`src/hdl/rnp_pkg.sv`:
```
// Shared types and helpers for the RGB565 to 9-bit bus word packer.
// Depends on nothing; every other file of the block imports it.
package rnp_pkg;

  // Data flag carried in bit 8 of every non-padding bus word.
  localparam logic [8:0] DataFlag = 9'h100;

  // One classified pixel: up to two data words, then zero padding words.
  typedef struct packed {
    logic [8:0] w0;      // first data word
    logic [8:0] w1;      // second data word, valid when two is set
    logic       two;     // two data words instead of one
    logic [1:0] pad;     // number of NOP words after the data words
    logic       last;    // the final word of this request closes the frame
  } cmd_t;

  // Reduce a 5-bit channel to 4 bits: floor(c * 15 / 31).
  // For c >= 1 this equals (c - 1) / 2, since the difference stays below one half.
  function automatic logic [3:0] chan5_to_4(input logic [4:0] c);
    logic [4:0] dec;
    dec = c - 5'd1;
    return (c == 5'd0) ? 4'd0 : dec[4:1];
  endfunction

  // Reduce a 6-bit channel to 4 bits: floor(c * 15 / 63) = floor(5c / 21).
  // A reciprocal estimate is low by at most one, fixed by a single compare.
  function automatic logic [3:0] chan6_to_4(input logic [5:0] c);
    logic [8:0]  x;
    logic [15:0] prod;
    logic [3:0]  q0;
    logic [8:0]  r;
    x    = ({3'd0, c} << 2) + {3'd0, c};
    prod = 16'(x) * 16'd195;
    q0   = prod[15:12];
    r    = x - 9'(q0 * 5'd21);
    return (r >= 9'd21) ? q0 + 4'd1 : q0;
  endfunction

endpackage

```
`src/hdl/rnp_front.sv`:
```
// Front part of the packer: converts pixels and classifies them into requests.
// Depends on rnp_pkg for the request type and the channel reduction helpers.
module rnp_front
  import rnp_pkg::*;
(
  input  logic        clk_i,
  input  logic        rst_ni,
  input  logic [15:0] pixel_i,
  input  logic        frame_end_i,
  input  logic        accept_i,
  output cmd_t        cmd_o
);

  logic       second_q, second_d;
  logic [3:0] held_q, held_d;
  logic [1:0] mod4_q, mod4_d;

  logic [3:0] r4, g4, b4;
  logic [1:0] ndata;
  logic [1:0] cnt;

  // Channel reduction.
  assign r4 = chan5_to_4(pixel_i[15:11]);
  assign g4 = chan6_to_4(pixel_i[10:5]);
  assign b4 = chan5_to_4(pixel_i[4:0]);

  // Build the request and the next pairing state.
  always_comb begin
    cmd_o.last = frame_end_i;
    if (second_q) begin
      cmd_o.w0 = DataFlag | {1'b0, held_q, r4};
      cmd_o.w1 = DataFlag | {1'b0, g4, b4};
    end else begin
      cmd_o.w0 = DataFlag | {1'b0, r4, g4};
      cmd_o.w1 = DataFlag | {1'b0, b4, 4'd0};
    end
    cmd_o.two = second_q || frame_end_i;
    ndata     = cmd_o.two ? 2'd2 : 2'd1;
    cnt       = mod4_q + ndata;
    cmd_o.pad = frame_end_i ? 2'd0 - cnt : 2'd0;

    second_d = second_q;
    held_d   = held_q;
    mod4_d   = mod4_q;
    if (accept_i) begin
      if (frame_end_i) begin
        second_d = 1'b0;
        held_d   = 4'd0;
        mod4_d   = 2'd0;
      end else begin
        second_d = !second_q;
        held_d   = b4;
        mod4_d   = cnt;
      end
    end
  end

  // Pairing state and word count of the current frame.
  always_ff @(posedge clk_i or negedge rst_ni) begin
    if (!rst_ni) begin
      second_q <= 1'b0;
      held_q   <= 4'd0;
      mod4_q   <= 2'd0;
    end else begin
      second_q <= second_d;
      held_q   <= held_d;
      mod4_q   <= mod4_d;
    end
  end

endmodule

```
`src/hdl/rnp_cmd_fifo.sv`:
```
// Short request queue between the front and back parts of the packer.
// Depends on rnp_pkg for the request type.
module rnp_cmd_fifo
  import rnp_pkg::*;
#(
  parameter int unsigned DEPTH = 2
) (
  input  logic clk_i,
  input  logic rst_ni,
  input  logic wr_i,
  input  cmd_t wr_data_i,
  output logic full_o,
  input  logic rd_i,
  output cmd_t rd_data_o,
  output logic empty_o
);

  localparam int unsigned PtrW = $clog2(DEPTH);
  localparam int unsigned CntW = $clog2(DEPTH + 1);

  cmd_t            slots_q [DEPTH];
  logic [PtrW-1:0] wr_ptr_q, rd_ptr_q;
  logic [CntW-1:0] count_q;

  assign full_o    = (count_q == CntW'(DEPTH));
  assign empty_o   = (count_q == '0);
  assign rd_data_o = slots_q[rd_ptr_q];

  // Storage slots.
  always_ff @(posedge clk_i) begin
    if (wr_i) begin
      slots_q[wr_ptr_q] <= wr_data_i;
    end
  end

  // Pointers and fill count.
  always_ff @(posedge clk_i or negedge rst_ni) begin
    if (!rst_ni) begin
      wr_ptr_q <= '0;
      rd_ptr_q <= '0;
      count_q  <= '0;
    end else begin
      if (wr_i) begin
        wr_ptr_q <= (wr_ptr_q == PtrW'(DEPTH - 1)) ? '0 : wr_ptr_q + 1'b1;
      end
      if (rd_i) begin
        rd_ptr_q <= (rd_ptr_q == PtrW'(DEPTH - 1)) ? '0 : rd_ptr_q + 1'b1;
      end
      if (wr_i && !rd_i) begin
        count_q <= count_q + 1'b1;
      end else if (rd_i && !wr_i) begin
        count_q <= count_q - 1'b1;
      end
    end
  end

endmodule

```
`src/hdl/rnp_back.sv`:
```
// Back part of the packer: plays out each request word by word into an output register.
// Depends on rnp_pkg for the request type.
module rnp_back
  import rnp_pkg::*;
(
  input  logic       clk_i,
  input  logic       rst_ni,
  input  cmd_t       cmd_i,
  input  logic       cmd_valid_i,
  output logic       cmd_pop_o,
  input  logic       pop,
  output logic       empty,
  output logic [8:0] bus_word_o,
  output logic       word_last_o
);

  logic       out_valid_q;
  logic [8:0] word_q, word_d;
  logic       last_q, last_d;
  logic [2:0] step_q;
  logic [2:0] total;
  logic       last_step;
  logic       adv;
  logic       take;

  // Word selection for the current step of the request.
  always_comb begin
    total     = (cmd_i.two ? 3'd2 : 3'd1) + {1'b0, cmd_i.pad};
    last_step = (step_q == total - 3'd1);
    if (step_q == 3'd0) begin
      word_d = cmd_i.w0;
    end else if (step_q == 3'd1 && cmd_i.two) begin
      word_d = cmd_i.w1;
    end else begin
      word_d = 9'd0;
    end
    last_d = cmd_i.last && last_step;
  end

  // Load a new word when a request is waiting and the output register is free or being taken.
  assign adv       = !out_valid_q || pop;
  assign take      = adv && cmd_valid_i;
  assign cmd_pop_o = take && last_step;

  // Control: output valid and step within the request.
  always_ff @(posedge clk_i or negedge rst_ni) begin
    if (!rst_ni) begin
      out_valid_q <= 1'b0;
      step_q      <= 3'd0;
    end else begin
      if (take) begin
        out_valid_q <= 1'b1;
        step_q      <= last_step ? 3'd0 : step_q + 3'd1;
      end else if (pop) begin
        out_valid_q <= 1'b0;
      end
    end
  end

  // Output payload.
  always_ff @(posedge clk_i) begin
    if (take) begin
      word_q <= word_d;
      last_q <= last_d;
    end
  end

  assign empty       = !out_valid_q;
  assign bus_word_o  = word_q;
  assign word_last_o = last_q;

endmodule

```
`src/hdl/rgb565_to_rgb444_nine_bit_packer.sv`:
```
// An accepted pixel's request is written into the request queue, then its first word
// into the back part's output register. Throughput: one bus word per cycle from the
// output register while words are popped and requests are queued; a pixel yields one
// to five bus words (three per pair, plus flush and padding at frame end). The front
// takes a pixel per cycle while the request queue has room. Reset is asynchronous and
// clears the pairing state, word count, queue and output register valid bit.
module rgb565_to_rgb444_nine_bit_packer
  import rnp_pkg::*;
#(
  parameter int unsigned CMD_DEPTH = 2
) (
  input  logic        clk_i,
  input  logic        rst_ni,
  input  logic [15:0] pixel_i,
  input  logic        frame_end_i,
  input  logic        push,
  output logic        full,
  output logic [8:0]  bus_word_o,
  output logic        word_last_o,
  output logic        empty,
  input  logic        pop
);

  cmd_t front_cmd;
  cmd_t back_cmd;
  logic accept;
  logic cmd_empty;
  logic cmd_pop;

  assign accept = push && !full;

  // Front: conversion and classification.
  rnp_front u_front (
    .clk_i      (clk_i),
    .rst_ni     (rst_ni),
    .pixel_i    (pixel_i),
    .frame_end_i(frame_end_i),
    .accept_i   (accept),
    .cmd_o      (front_cmd)
  );

  // Request queue.
  rnp_cmd_fifo #(
    .DEPTH(CMD_DEPTH)
  ) u_cmd_fifo (
    .clk_i    (clk_i),
    .rst_ni   (rst_ni),
    .wr_i     (accept),
    .wr_data_i(front_cmd),
    .full_o   (full),
    .rd_i     (cmd_pop),
    .rd_data_o(back_cmd),
    .empty_o  (cmd_empty)
  );

  // Back: word sequencing and output register.
  rnp_back u_back (
    .clk_i      (clk_i),
    .rst_ni     (rst_ni),
    .cmd_i      (back_cmd),
    .cmd_valid_i(!cmd_empty),
    .cmd_pop_o  (cmd_pop),
    .pop        (pop),
    .empty      (empty),
    .bus_word_o (bus_word_o),
    .word_last_o(word_last_o)
  );

  // A shown word is either a data word with its flag or a NOP pad.
  a_word_form: assert property (@(posedge clk_i) disable iff (!rst_ni)
    !empty |-> (bus_word_o[8] || bus_word_o == 9'd0))
    else $error("bus word neither data nor padding");

  // A queued request reaches the free output register in the next cycle.
  a_back_moves: assert property (@(posedge clk_i) disable iff (!rst_ni)
    (!cmd_empty && empty) |=> !empty)
    else $error("back part stalled with free output register");

  // The queue fills only through an accepted pixel.
  a_full_cause: assert property (@(posedge clk_i) disable iff (!rst_ni)
    $rose(full) |-> $past(push && !full))
    else $error("queue became full without an accepted pixel");

endmodule
```
`config.mk`:
```
export PLATFORM = sky130hd
export DESIGN_NAME = rgb565_to_rgb444_nine_bit_packer
export DESIGN_NICKNAME = d
export VERILOG_FILES = /design/src/hdl/rnp_pkg.sv /design/src/hdl/rnp_front.sv /design/src/hdl/rnp_cmd_fifo.sv /design/src/hdl/rnp_back.sv /design/src/hdl/rgb565_to_rgb444_nine_bit_packer.sv
export SDC_FILE = /design/constraint.sdc
export NUM_CORES = 1
export LEC_CHECK = 0
export BUFFER_PORTS_ARGS = -buffer_cell sky130_fd_sc_hd__clkbuf_2
export CAP_MARGIN = 30
export CORE_MARGIN = 3
export CORE_UTILIZATION = 30
export DETAILED_ROUTE_END_ITERATION = 7
export PLACE_DENSITY = 0.57
export SKIP_LAST_GASP = 1
export SLEW_MARGIN = 5
export SYNTH_ARGS = -nofsm -noshare
export SYNTH_HDL_FRONTEND = slang
export SYNTH_HIERARCHICAL = 1
export SYNTH_SLANG_ARGS = --single-unit
```
`constraint.sdc`:
```
create_clock -name clk_i -period 2.8 [get_ports clk_i]
set_input_delay 0.28 -clock clk_i [delete_from_list [all_inputs] [get_ports clk_i]]
set_output_delay 0.28 -clock clk_i [all_outputs]
set_load 0.01 [all_outputs]
```
==> flow_summary.toml, run 1 <==
[clocking]
clock_latency_ns = 0.33
cts_inserted_buffers = 9
cts_tree = "done"
cts.sinks = 69
clockBufferDepth = 2
clk_pin_slew_worst_paths_ns = 0.05
cts-root-buf = "clkbuf_16"
cts.htree.levels = 3

[sta]
rsz0062_at_grt = "yes"
min_period_over_period_pct = 225
min_period_ns = 6.29
clock_skew_ns = 0.00569
setup_slack_ns = -3.49
drv_slew = 0
relSlewSlack_pct = 50.8
hold_viol = 0
worst_slew_pin_slew_ns = 0.730
clock.fmax_ghz = 0.159
setup_viol = 16

[logic_synthesis]
synthSimpleGateAreaFrac_pct = 8.89
synth_area_um2 = 4950
synthArstFlopShare_pct = 21.7
synth_warnings = 6
synthAdderAreaFrac_pct = 21.4
synth-main-ff-cell = "edfxtp_1"
avgSynthCellArea_um2 = 11.3
synth-xor-area-share_pct = 6.29
synth.yosys.seq_area_share_pct = 40.3
muxShareOfSynthArea_pct = 6.41
synth-seq-cells = 69
synth_compound_area_share_pct = 10.8
synth_edf_count = 54
yosysUniqueCellTypes = 57
synth_top_family_by_area = "adder cells"
syn_inst = 439

[layout]
instances_no_fill = 764
layout_common_cells = "buf_4 (68), edfxtp_1 (54), inv_1 (53)"
drive_above_1_share_pct = 40.1
area_growth_pct = 33.7
nNetsFinal = 642
mostFrequentLayoutCell = "buf_4"
n_fill_cell = 1536
num_antenna_cells = 0

[critical_path]
reg2reg_to = "u_cmd_fifo/count_q[1]$_DFFE_PN0P_"
rrSetupSlack_ns = 0.19
crit_arrival_ns = 6.34
worstPathMaxFanout = 6
setup.worst_path.class = "in2reg"
endpoint_kind = "flop"
timing.rr.start = "u_cmd_fifo/rd_ptr_q$_DFFE_PN0P_"
rr_worst_depth = 13
start_kind = "primary input"
worst_ep_required_time_ns = 2.85

[grt]
met2_usage_pct = 20.2
use_met1_pct = 14.3
first_global_vias = 3552
grt_pass1_wl_mm = 16.9
gr-total-overflow = 0
antenna_found_initial = 0
top_usage_layer = "met2"
grt_start_max_net_pins = 23
grt_use_total_pct = 11.5
use_met3_pct = 1.94

[placed_design]
place_congestion = 0.755
numPortBuffers = 32
dp_hpwl_mm = 7.58
dpl.cell_count = 737

[route]
wl_mm = 10.0
wl_per_cell_um = 13.1
drc = 0
drtAntennaViolNets = 0
num_vias = 3467
dr.first_iter.drc_count = 90
drt-vias-per-instance = 4.54
first_pass_iters = 4

[outcome]
violations = "negative setup slack"
status = "complete, but fails checks"

[die]
initial_core_util_pct = 31.0
row_count = 46
core_um2 = 16000
ios = 33
design.die.area_um2 = 18100
die_w_um = 135
fp.dieH_um = 135

[min_path]
whs_path_depth = 3
hold_class = "in2reg"
min-delay-start = "pop"
hold_end = "u_back/out_valid_q$_DFFE_PN0P_"

[flow_run]
maxCapViolCount = 0
[through the flow]
step | hold slack (ns) | setup TNS [ns] | setup WS, ns | utilization (%) | instance area, um2
floorplan | -0.0156 | -57.52 | -3.61 | - | 5150
global placement | 0.232 | -62.55 | -3.94 | 37.2 | 5960
detailed placement | 0.236 | -64.81 | -4.08 | 37.2 | 5960
CTS | 0.220 | -57.50 | -3.63 | 40.4 | 6460
global route | 0.247 | -59.34 | -3.75 | 41.4 | 6620
finish | 0.230 | -55.28 | -3.49 | 41.4 | 6620
[sequential cells by signal, summed over array words and instances (netlist names)]
register             count
u_back/word_last_o       1
u_back/step_q            3
u_front/second_q         1
u_cmd_fifo/wr_ptr_q      1
u_cmd_fifo/count_q       2
u_cmd_fifo/slots_q      44
u_cmd_fifo/rd_ptr_q      1
u_front/mod4_q           2
u_back/out_valid_q       1
u_back/bus_word_o        9
u_front/held_q           4
[synthesized netlist by cell type, types with 5 or more instances]
cell | count | area, um2
ha_1 | 67 | 838
inv_1 | 62 | 233
edfxtp_1 | 54 | 1620
nor2_1 | 24 | 90.1
mux2_2 | 22 | 248
o21ai_0 | 19 | 95.1
xnor2_1 | 19 | 166
a21oi_1 | 16 | 80.1
dfrtp_1 | 15 | 375
nand2_1 | 14 | 52.6
xor2_1 | 14 | 123
fa_1 | 11 | 220
a22o_1 | 9 | 78.8
mux2i_1 | 7 | 70.1
o22ai_1 | 6 | 37.5
nand2b_1 | 5 | 31.3
nand3_1 | 5 | 25.0
[worst max-delay path, cell delays in order]
cell and delay [ns]:
buf_8 0.08, ha_4 0.12, inv_2 0.04, fa_2 0.55
inv_2 0.05, ha_4 0.26, ha_4 0.19, fa_1 0.49
inv_2 0.04, fa_1 0.51, inv_2 0.05, ha_4 0.20
o21a_1 0.16, o21a_1 0.18, o22ai_2 0.23, o21ai_2 0.12
xor2_2 0.18, inv_1 0.09, fa_2 0.36, fa_1 0.44
ha_2 0.20, or2_4 0.29, or3_4 0.39, a32oi_4 0.29
nand4_4 0.19, mux2i_2 0.24, mux2i_1 0.12
[layer usage]
layer  vias up  wire, um
met4         0       169
li1       1759         -
met5         -         0
met3        14       239
met1      1643      4540
met2        51      5090
[final cells by class]
class	count	area, um2	area share [%]
multi-input combinational	300	3130	47.3
sequential	69	2000	30.2
timing repair buffer	101	707	10.7
tap	216	270	4.08
inverter	62	235	3.55
clock buffer	10	229	3.46
clock inverter	6	53.8	0.812
[worst max-delay path by stage]
stage                     from                                  end  slack (ns)  depth (start not counted)
floorplan           pixel_i[5]  u_cmd_fifo/slots_q[0][14]$_DFFE_PP_       -3.61                         31
global placement    pixel_i[5]   u_cmd_fifo/slots_q[0][9]$_DFFE_PP_       -3.94                         33
detailed placement  pixel_i[5]  u_cmd_fifo/slots_q[0][14]$_DFFE_PP_       -4.08                         32
CTS                 pixel_i[5]  u_cmd_fifo/slots_q[1][14]$_DFFE_PP_       -3.63                         32
global route        pixel_i[5]  u_cmd_fifo/slots_q[1][14]$_DFFE_PP_       -3.75                         34
finish              pixel_i[5]  u_cmd_fifo/slots_q[1][14]$_DFFE_PP_       -3.49                         27
[cells by family after synthesis]
logic type | after synthesis
AND/OR/NAND/NOR | 79
adder cells (fa/ha/maj) | 78
multiplexers | 29
AO/OA/AOI/OAI | 78
flip-flops | 69
buffers and inverters | 71
XOR/XNOR | 34
other | 1
[repair_timing]
| action | CTS | global route |
|---|---|---|
| setup endpoints to repair | 16 | 17 |
| pin swaps | 16 | 28 |
| hold endpoints to repair | 15 | 0 |
| buffers inserted | 7 | 3 |
| hold buffers | 1 | 0 |
| resized for setup | 23 | 31 |
Power of run 1 is not shown: default switching activity piles up to over one toggle a cycle in this logic, so the estimate is an artifact.
==> run 2: changes to the inputs <==
CORE_UTILIZATION = 45   (was 30)
PLACE_DENSITY = 0.74   (was 0.57)
==> flow_summary.toml, run 2 (synthesis gave the netlist of run 1 again) <==
[placed_design]
place_congestion = 0.819
preCtsSetupSlack_ns = -4.05
numPortBuffers = 32
dp_hpwl_mm = 7.65

[clocking]
clk_pin_slew_worst_paths_ns = 0.06
cts_tree = "done"
clock_latency_ns = 0.33
cts.htree.levels = 3
cts_inserted_buffers = 9
cts.sinks = 69
cts-root-buf = "clkbuf_8"
clockBufferDepth = 2

[critical_path]
cp-startpoint = "pixel_i[6]"
rr_worst_depth = 12
start_kind = "primary input"
crit_arrival_ns = 6.63
reg2reg_to = "u_cmd_fifo/count_q[1]$_DFFE_PN0P_"
timing.rr.start = "u_cmd_fifo/rd_ptr_q$_DFFE_PN0P_"
cp_num_cells = 31
timing.critical_path.buf_inv = 9
endpoint_kind = "flop"
rrSetupSlack_ns = 0.18
worst_ep_required_time_ns = 2.95
critical_path.max_stage_delay_ns = 0.58
crit_family = "adder cells"
worstPathMaxFanout = 6
crit_path_end = "u_cmd_fifo/slots_q[1][11]$_DFFE_PP_"
setup.worst_path.class = "in2reg"
cp_slowest_cell = "fa_2"

[route]
num_vias = 3673
drc = 0
dr.first_iter.drc_count = 172
first_pass_iters = 4
drt-vias-per-instance = 5.20
drtAntennaViolNets = 0
wl_mm = 11.1
wl_per_cell_um = 15.7

[die]
core_um2 = 10500
design.die.area_um2 = 12300
ios = 33
fp.dieH_um = 111
row_count = 37
initial_core_util_pct = 47.1
die_w_um = 111

[sta]
rsz0062_at_grt = "yes"
setup_tns_ns = -58.61
worst_slew_pin_slew_ns = 0.611
setup_slack_ns = -3.68
clock.fmax_ghz = 0.154
clock_skew_ns = 0.0101
relSlewSlack_pct = 59.0
worst_hold_slack_ns = 0.218
drv_slew = 0
hold_viol = 0
min_period_over_period_pct = 232
setup_viol = 16
min_period_ns = 6.48

[layout]
area_growth_pct = 33.9
num_antenna_cells = 0
drive_above_1_share_pct = 43.1
fin_util_pct = 63.1
largest_reg_flops = 44
nNetsFinal = 665
mostFrequentLayoutCell = "buf_4"
largest_register = "u_cmd_fifo/slots_q"
layout_common_cells = "buf_4 (91), edfxtp_1 (54), inv_1 (51)"

[grt]
antenna_found_initial = 0
first_global_vias = 3800
gr-total-overflow = 0
use_met1_pct = 21.5
met2_usage_pct = 31.5
grt_start_max_net_pins = 23
use_met3_pct = 3.17
grt_pass1_wl_mm = 17.8
top_usage_layer = "met2"
grt_use_total_pct = 17.8

[min_path]
hold_class = "in2reg"

[flow_run]
maxCapViolCount = 0

[outcome]
violations = "negative setup slack"
status = "complete, but fails checks"
-- run 2: cell count changes in the layout (fill, tap and decap cells not counted), sizes merged --
cell    previous run  this run
buf               71        94
bufinv             1         0
clkinv             5         1
clkbuf            39        44
-- run 2: per-layer routing --
metal,part of all wire (%),up-vias
li1,-,1800
met1,41,1742
met2,52,95
met3,3.2,36
met4,3.3,0
met5,0,-
-- run 2: area by class of cell --
cell class	count	area, um2
inverter	62	235
clock buffer	15	178
timing repair buffer	124	873
tap	136	170
multi-input combinational	300	3180
fill	788	3870
sequential	69	2000
clock inverter	1	5.00
-- run 2: worst reg2reg max path: stages, from the launching register on --
cell and delay [ns]:
dfrtp_2 0.42, mux2_2 0.38, inv_1 0.06, ha_1 0.21
inv_1 0.06, ha_1 0.23, xnor2_1 0.19, nand3_2 0.15
nor2_2 0.19, inv_1 0.07, ha_1 0.31, nor2_1 0.14
xor2_1 0.15
-- run 2: what timing repair did --
item | in CTS | in global routing
hold buffers | 1 | 0
setup buffers | 28 | 5
cloned | 0 | 0
pin swaps | 29 | 36
endpoints found under the setup margin | 16 | 17
resized for setup | 21 | 40
endpoints found under the hold margin | 15 | 0
-- run 2: stage by stage --
stage	instances	area, um2
finish	707	6640
global route	707	6640
CTS	705	6420
detailed placement	661	5890
global placement	661	5890
floorplan	440	5150
-- run 2: how the worst min path moves through the flow --
stage	slack, ns	start	cells after the start	end
2_1_floorplan	-0.02	rst_ni	0	u_back/out_valid_q$_DFFE_PN0P_
6_report	0.22	pop	3	u_back/out_valid_q$_DFFE_PN0P_
4_1_cts	0.20	pop	3	u_back/out_valid_q$_DFFE_PN0P_
5_1_grt	0.22	pop	3	u_back/out_valid_q$_DFFE_PN0P_
3_3_place_gp	0.21	rst_ni	1	u_back/step_q[2]$_DFFE_PN0P_
3_5_place_dp	0.22	rst_ni	1	u_back/step_q[2]$_DFFE_PN0P_
Power of run 2 is left out for the same reason.
